[src/rtl/che_pkg.sv]
`default_nettype none
package che_pkg;

	localparam int SYMBOLS_DEF = 256;
	localparam int MAX_LEN     = 15;
	localparam int LEN_W       = 4;
	localparam int CODE_W      = 15;
	localparam int ACC_W       = 16;
	localparam int LEN_TOP     = 15;

	typedef enum logic [1:0] {
		CMD_LOAD,
		CMD_BUILD,
		CMD_ENCODE,
		CMD_FLUSH
	} cmd_t;

	typedef enum logic [2:0] {
		ST_IDLE,
		ST_ENC,
		ST_BUILD,
		ST_DRAIN,
		ST_EMIT0,
		ST_EMIT1
	} state_t;

	typedef struct packed {
		logic ld_we;
		logic bld_start;
		logic bld_step;
		logic enc_commit;
		logic flush_commit;
		logic sel_b1;
	} dp_cmd_t;

	typedef struct packed {
		logic bld_end;
		logic pend_nz;
		logic enc_nz;
		logic two_q;
	} dp_sts_t;

endpackage
`default_nettype wire

[src/rtl/che_ctrl.sv]
`default_nettype none
module che_ctrl
	import che_pkg::*;
(
	input  wire logic    clk,
	input  wire logic    arst_n,
	input  wire logic    in_valid,
	input  wire cmd_t    in_command,
	output logic         in_ready,
	output logic         out_valid,
	input  wire logic    out_ready,
	input  wire dp_sts_t sts,
	output dp_cmd_t      cmd
);

	state_t st_q, st_nxt;

	always_ff @(posedge clk or negedge arst_n) begin
		if (!arst_n) begin
			st_q <= ST_IDLE;
		end else begin
			st_q <= st_nxt;
		end
	end

	always_comb begin
		st_nxt    = st_q;
		cmd       = '0;
		in_ready  = 1'b0;
		out_valid = 1'b0;
		unique case (st_q)
			ST_IDLE: begin
				in_ready = 1'b1;
				if (in_valid) begin
					unique case (in_command)
						CMD_LOAD: begin
							cmd.ld_we = 1'b1;
						end
						CMD_BUILD: begin
							cmd.bld_start = 1'b1;
							st_nxt = ST_BUILD;
						end
						CMD_ENCODE: begin
							st_nxt = ST_ENC;
						end
						CMD_FLUSH: begin
							cmd.flush_commit = 1'b1;
							if (sts.pend_nz) st_nxt = ST_EMIT0;
						end
						default: st_nxt = ST_IDLE;
					endcase
				end
			end
			ST_ENC: begin
				cmd.enc_commit = 1'b1;
				st_nxt = sts.enc_nz ? ST_EMIT0 : ST_IDLE;
			end
			ST_BUILD: begin
				cmd.bld_step = 1'b1;
				if (sts.bld_end) st_nxt = ST_DRAIN;
			end
			ST_DRAIN: begin
				// last length read of the walk retires here
				st_nxt = ST_IDLE;
			end
			ST_EMIT0: begin
				out_valid = 1'b1;
				if (out_ready) st_nxt = sts.two_q ? ST_EMIT1 : ST_IDLE;
			end
			ST_EMIT1: begin
				out_valid  = 1'b1;
				cmd.sel_b1 = 1'b1;
				if (out_ready) st_nxt = ST_IDLE;
			end
			default: st_nxt = ST_IDLE;
		endcase
	end

	a_ready_excl: assert property (@(posedge clk) disable iff (!arst_n)
		in_ready |-> !out_valid)
		else $error("input and output active together");

	a_second_byte: assert property (@(posedge clk) disable iff (!arst_n)
		st_q == ST_EMIT1 |-> ($past(st_q) == ST_EMIT0 || $past(st_q) == ST_EMIT1))
		else $error("second byte without first");

	a_enc_exit: assert property (@(posedge clk) disable iff (!arst_n)
		st_q == ST_ENC |=> (st_q == ST_IDLE || st_q == ST_EMIT0))
		else $error("encode step left to wrong state");

endmodule
`default_nettype wire

[config.mk]
export PLATFORM = sky130hd
export DESIGN_NAME = che_ctrl
export DESIGN_NICKNAME = d
export VERILOG_FILES = /design/src/rtl/che_pkg.sv /design/src/rtl/che_ctrl.sv
export SDC_FILE = /design/constraint.sdc
export NUM_CORES = 1
export LEC_CHECK = 0
export ABC_CLOCK_PERIOD_IN_PS = 1400
export BUFFER_PORTS_ARGS = -buffer_cell sky130_fd_sc_hd__buf_2
export CAP_MARGIN = 20
export CORE_AREA = 2 2 39 41
export CTS_CLUSTER_SIZE = 20
export DETAILED_ROUTE_END_ITERATION = 12
export DIE_AREA = 0 0 41 43
export SYNTH_ARGS = -nofsm -noshare
export SYNTH_HDL_FRONTEND = slang
export SYNTH_SLANG_ARGS = --single-unit
[constraint.sdc]
create_clock -name clk -period 1.4 [get_ports clk]
set_input_delay 0.14 -clock clk [delete_from_list [all_inputs] [get_ports clk]]
set_output_delay 0.14 -clock clk [all_outputs]
set_load 0.01 [all_outputs]
; Word level (Yosys, flattened, before mapping)
; Cells that the tools add are included.
[totals]
elab_cells = 39
out_inout_bits = 8
regBits = 3
in_bits = 10
[op_classes]
n_reduce_logical = 4
n_eq_ne = 13
mux = 21
[ops]
columns = cell, n
row1 = 2-to-1 mux 3 bit, 7
row2 = case mux 3 bit (5 select lines), 1
row3 = 2-to-1 mux 1 bit, 10
row4 = case mux 3 bit (3 select lines), 1
row5 = != test 2 bit (second input constant), 4
row6 = == test 3 bit (second input constant), 2
row7 = AND reduction 6 bit, 1
row8 = == test 2 bit (second input constant), 2
row9 = 2-to-1 mux 2 bit, 2
row10 = != test 4 x 1 -> 1 bit (second input constant), 1
row11 = == test 3 x 1 -> 1 bit (second input constant), 1
row12 = == test 3 x 2 -> 1 bit (second input constant), 1
row13 = zero test 3 bit, 1
row14 = != test 3 bit (second input constant), 1
row15 = == test 2 x 1 -> 1 bit (second input constant), 1
row16 = zero test 2 bit, 1
row17 = OR reduction 2 bit, 1

; Depth between registers and ports, before layout
[logic_depth]
word_depth = 4
depth_mapped = 5
mapped_depth_nobuf = 4

; Worst setup path before layout
; No wires, ideal clock.
[synth_path]
kind = register -> register
start = reg st_q[0]
end = reg st_q[0]
required_ns = 1.275
setup_ns = 0.125
t_arrival_ns = 1.401
n_path_buf = 0
period_less_slack_ns = 1.526
stages_incl_launch_ff = 5
path_slack_ns = -0.126
path_cell_list = dfrtp_1 -> nor3_4 -> nand3_2 -> o211ai_2 -> mux2_2
[synth_between]
elab_chain_cells = 3
word_cells_on_any_way = 13
classes_between = eq/ne (10) / mux (1) / reduce/logical (2)
[synth_rtl]
columns = element, line
row1 = from (decl), che_ctrl.sv:16  ; state_t st_q, st_nxt;
row2 = from (signal assigned), che_ctrl.sv:22  ; st_q <= st_nxt;
row3 = "zero test 3 bit, or another cell as far along", che_ctrl.sv:31  ; unique case (st_q)
row4 = "!= test 4 x 1 -> 1 bit (no line), or another cell as far along", -
row5 = AND reduction 6 bit (no line), -
; Several ways; a longest one is shown, not always the timed one.
; A chain may end at the register's enable or synchronous reset.

==> results <==
- After the first detailed-routing iteration, the DRC count stood at 2.
- The register with the most flip-flops in the final layout is st_q.
- The worst setup path is launched from a flip-flop.
- For this run, asynchronously set or reset flops after synthesis account for 1.00.
- The initial antenna violation count is 0.
- In this run the mean area of a mapped cell was 9.02 um^2.
- The checks that failed: setup timing.
- The root cell of the clock tree is clkbuf_4.
- No sink is reached through more buffers than the 2 on the longest clock path.
- The clock transition time at the flip-flop clock pins of the worst setup and hold paths is 0.04 ns.
- Of the available clock period, the critical path in the final layout requires 1.06.
- The type of the setup path with the least slack is reg -> out.
- The flow ran to the end, but the final reports show violations.
- The number of levels the H-tree was split into is 1.
- The core region area is 1380 um^2.
- Counting the buffers created by CTS gives 3.
- Of the total power, combinational logic draws 0.742.
- At the worst endpoint, the required time is 1.26 ns.
- The share of synthesized cell area in full adder, half adder and majority cells is 0.
- The slew of the pin with the lowest slew margin is 0.338 ns.
- In this run the power density over the cells is 2220 nW/um^2.
- The analysis attributes to cell leakage a power of 0.300 nW.
- After filler insertion, the fill cell instance count of the layout stands at 148.
- The path class of the lowest-slack min-delay path is in -> reg.
- The number of max-slew violations in the final report is 0.
- The width of the die is 41 um.
- The time the worst path needs with I/O delays and setup is 1.48 ns.
- The first detailed-routing pass took 2 iterations.
- The post-synthesis simple-gate area fraction is 0.445.
- The internal power of the cells totals 0.830 mW.
- The dominant cell type by area after synthesis is dfrtp_1.
- The height of the die is 43 um.
- The compound-cell area share of the yosys netlist is 0.210.
- The number of flops mapped to enable cells by yosys is 0.
- Synthesis instantiated 26 different standard cells from the library.
- The count of inserted antenna diode cells is 0.
- The aggregate global routing overflow is 0.
- Relative to the synthesized area, the layout overhead comes to 105%.
- The share of cell area taken by muxes after synthesis is 0.0378.
- The share of total power dissipated in the clock network is 0.111.
- The share of total power dissipated in sequential elements is 0.147.
- Of the cells placed in the final design, the portion with a size suffix greater than 1 is 0.761.
- The netlist area before placement is 298 um^2.
- The final layout contains routed wiring with a total length of 999 um.
- The minimum setup slack in the final design is -0.0801 ns.
- The main flop type after synthesis is dfrtp_1.
- In this run the core area contains 14 standard-cell rows.
- The main combinational cell family by area after synthesis is simple AND/OR/NAND/NOR gates.
- The largest registers in the layout are st_q x3.
- For this run, design rule violations remaining after detail routing come to 0.
- 18 I/O pins were placed.
- In this run the remaining antenna-violating nets after routing total 0.
- The switching power as a share of total power is 0.386.
- The worst supply voltage drop on vdd is 823 uV.
- In the routed layout, each cell is associated on average with a via count of 4.45.
- The first global-routing pass estimated 1.28 mm of wire.
- Setup repair after global routing could not meet its margin everywhere.
- The last weighted congestion value of the routability-driven placer is 0.887.
- Input and output buffers added on the ports amount to 17.
- The final core utilization is 0.440.
- Counting every net in the synthesized netlist gives 43.
- The initial utilization of the core area, before any placement, comes to 0.215.
- The portion of synthesized cell area occupied by the leading cell type is 0.252.
- The arrival time reported for the critical path endpoint is 1.34 ns.
- The max-cap violation count is 0.
- The clock drives 3 sinks.
- The number of nets at the end of the flow is 78.
- The area of the die is 1760 um^2.
- The total net switching power is 0.522 mW.
- For this run, the top clock speed supported by timing is 676 MHz.
- The clock insertion delay at the later pin of the skew report is 0.23 ns.
- Along the worst path, the maximum fanout reaches 3.
- The critical path endpoint category is an output pin.
- Of the total synthesized cell area, the portion taken by XOR and XNOR cells is 0.
- The flip-flop count of the largest register, all copies and words added is 3.
- The maximum number of pins on one net before global-route repair is 7.
- The via count of the routed design is 369.
- By area the synthesized netlist is led by dfrtp_1 25%, nor3_4 5.5%, nor2b_1 4.2%, nor3b_2 4.2%, o211ai_2 4.2%.
- During synthesis, Yosys emitted a total of 0 warnings.
- The HPWL after detailed placement is 667 um.
- The final setup skew is 0.00521 ns.
- The number of instances in the synthesized netlist is 33.
- Hold is met by 0.201 ns.
- The normalized max-slew margin is 0.772.
- The final hold violation count is 0.
- After detailed routing, the average wire length per cell comes to 12.0 um.
- By count the netlist is led by 3 x dfrtp_1, 3 x inv_1, 2 x nand2_1, 2 x nor2b_1, 2 x o21ai_0.
- In the global route stage, overall resource usage came out at 0.112.
- The number of global-route vias before repair is 306.
- The CTS tree is done.
- The sequential fraction of the synthesis area is 0.252.
- Synthesis inferred 3 register bits.
- The final count of negative-setup-slack endpoints is 4.
-- final timing paths --
| kind | cells past startpoint | to | from | slack, ns |
|---|---|---|---|---|
| max | 4 | cmd[5] | st_q[2] | -0.08 |
| min | 2 | st_q[1] | in_command[1] | 0.20 |
| max reg2reg | 4 | st_q[0] | st_q[2] | -0.06 |
| min reg2reg | 3 | st_q[1] | st_q[0] | 0.71 |
| max in group asynchronous | 2 | st_q[2] | arst_n | 1.05 |
| min in group asynchronous | 2 | st_q[1] | arst_n | 0.23 |
-- logic make-up after synthesis --
| kind of cell | Yosys count |
|---|---|
| buffers and inverters | 4 |
| DFF | 3 |
| and+or+nand+nor | 17 |
| muxes | 1 |
| AOI/OAI and AO/OA | 8 |
-- layout make-up --
| cell class | instances | area [um^2] | share of cell area |
|---|---|---|---|
| tap | 16 | 20.0 | 0.0329 |
| multi-input combinational | 26 | 258 | 0.423 |
| clock buffer | 4 | 26.3 | 0.0431 |
| timing repair buffer | 31 | 216 | 0.355 |
| inverter | 3 | 11.3 | 0.0185 |
| sequential | 3 | 77.6 | 0.127 |
-- placed cells by master, fill, tap and decap left out --
master / n
a2111oi_2: 1
a21boi_0: 1
a21o_2: 1
a2bb2oi_2: 1
and2_1: 1
and2b_4: 1
and4b_1: 1
buf_2: 15
buf_4: 10
buf_6: 5
clkbuf_1: 1
clkbuf_4: 3
dfrtp_1: 1
dfrtp_2: 2
dlygate4sd3_1: 1
inv_1: 3
mux2_2: 1
nand2_1: 2
nand2b_2: 1
nand3_2: 1
nand3b_1: 1
nor2_4: 1
nor2b_1: 1
nor2b_2: 1
nor3_1: 1
nor3_4: 1
nor3b_2: 2
nor4_2: 1
nor4b_4: 1
o211ai_2: 1
o21ai_0: 2
o21ai_2: 1
-- through the flow --
step	area [um^2]	power, mW	setup TNS, ns	worst slack [ns]	instances
final	609	1.35	-0.286	-0.0801	83
after global routing	609	1.46	-0.638	-0.149	83
after CTS	537	1.17	-0.331	-0.110	81
after detailed placement	458	0.898	-0.0260	-0.0260	73
after global placement	458	0.890	-0.0235	-0.0235	73
after floorplan	298	0.594	-0.126	-0.126	33
-- routing by layer --
| metal | vias up | track usage | routed length [um] |
|---|---|---|---|
| li1 | 187 | - | - |
| met1 | 169 | 0.136 | 422 |
| met2 | 13 | 0.169 | 519 |
| met3 | 0 | 0.0628 | 57 |
| met4 | 0 | 0.0200 | 0 |
| met5 | - | 0 | 0 |
-- critical path, cell delays in order, from the launching register on --
cell     delay, ns
dfrtp_2       0.42
nor3_4        0.24
buf_6         0.13
nor4b_4       0.16
buf_2         0.16
-- timing repair --
item                                    CTS  global route
hold buffers                              1             0
hold endpoints to repair                  3             0
gates cloned                              0             0
endpoints found under the setup margin    4             9
setup buffers                             3             2
pin swaps                                 1             4
gates resized for setup                   4            13
-- power by group through the flow --
| stage | clock network, mW | registers, mW | logic (mW) |
|---|---|---|---|
| 2_1_floorplan | 0 | 0.183 | 0.411 |
| 3_5_place_dp | 0 | 0.201 | 0.697 |
| 3_3_place_gp | 0 | 0.199 | 0.691 |
| 6_report | 0.150 | 0.198 | 1.00 |
| 5_1_grt | 0.169 | 0.205 | 1.08 |
| 4_1_cts | 0.156 | 0.191 | 0.822 |
No activity file was read; power rests on OpenSTA's default activity.
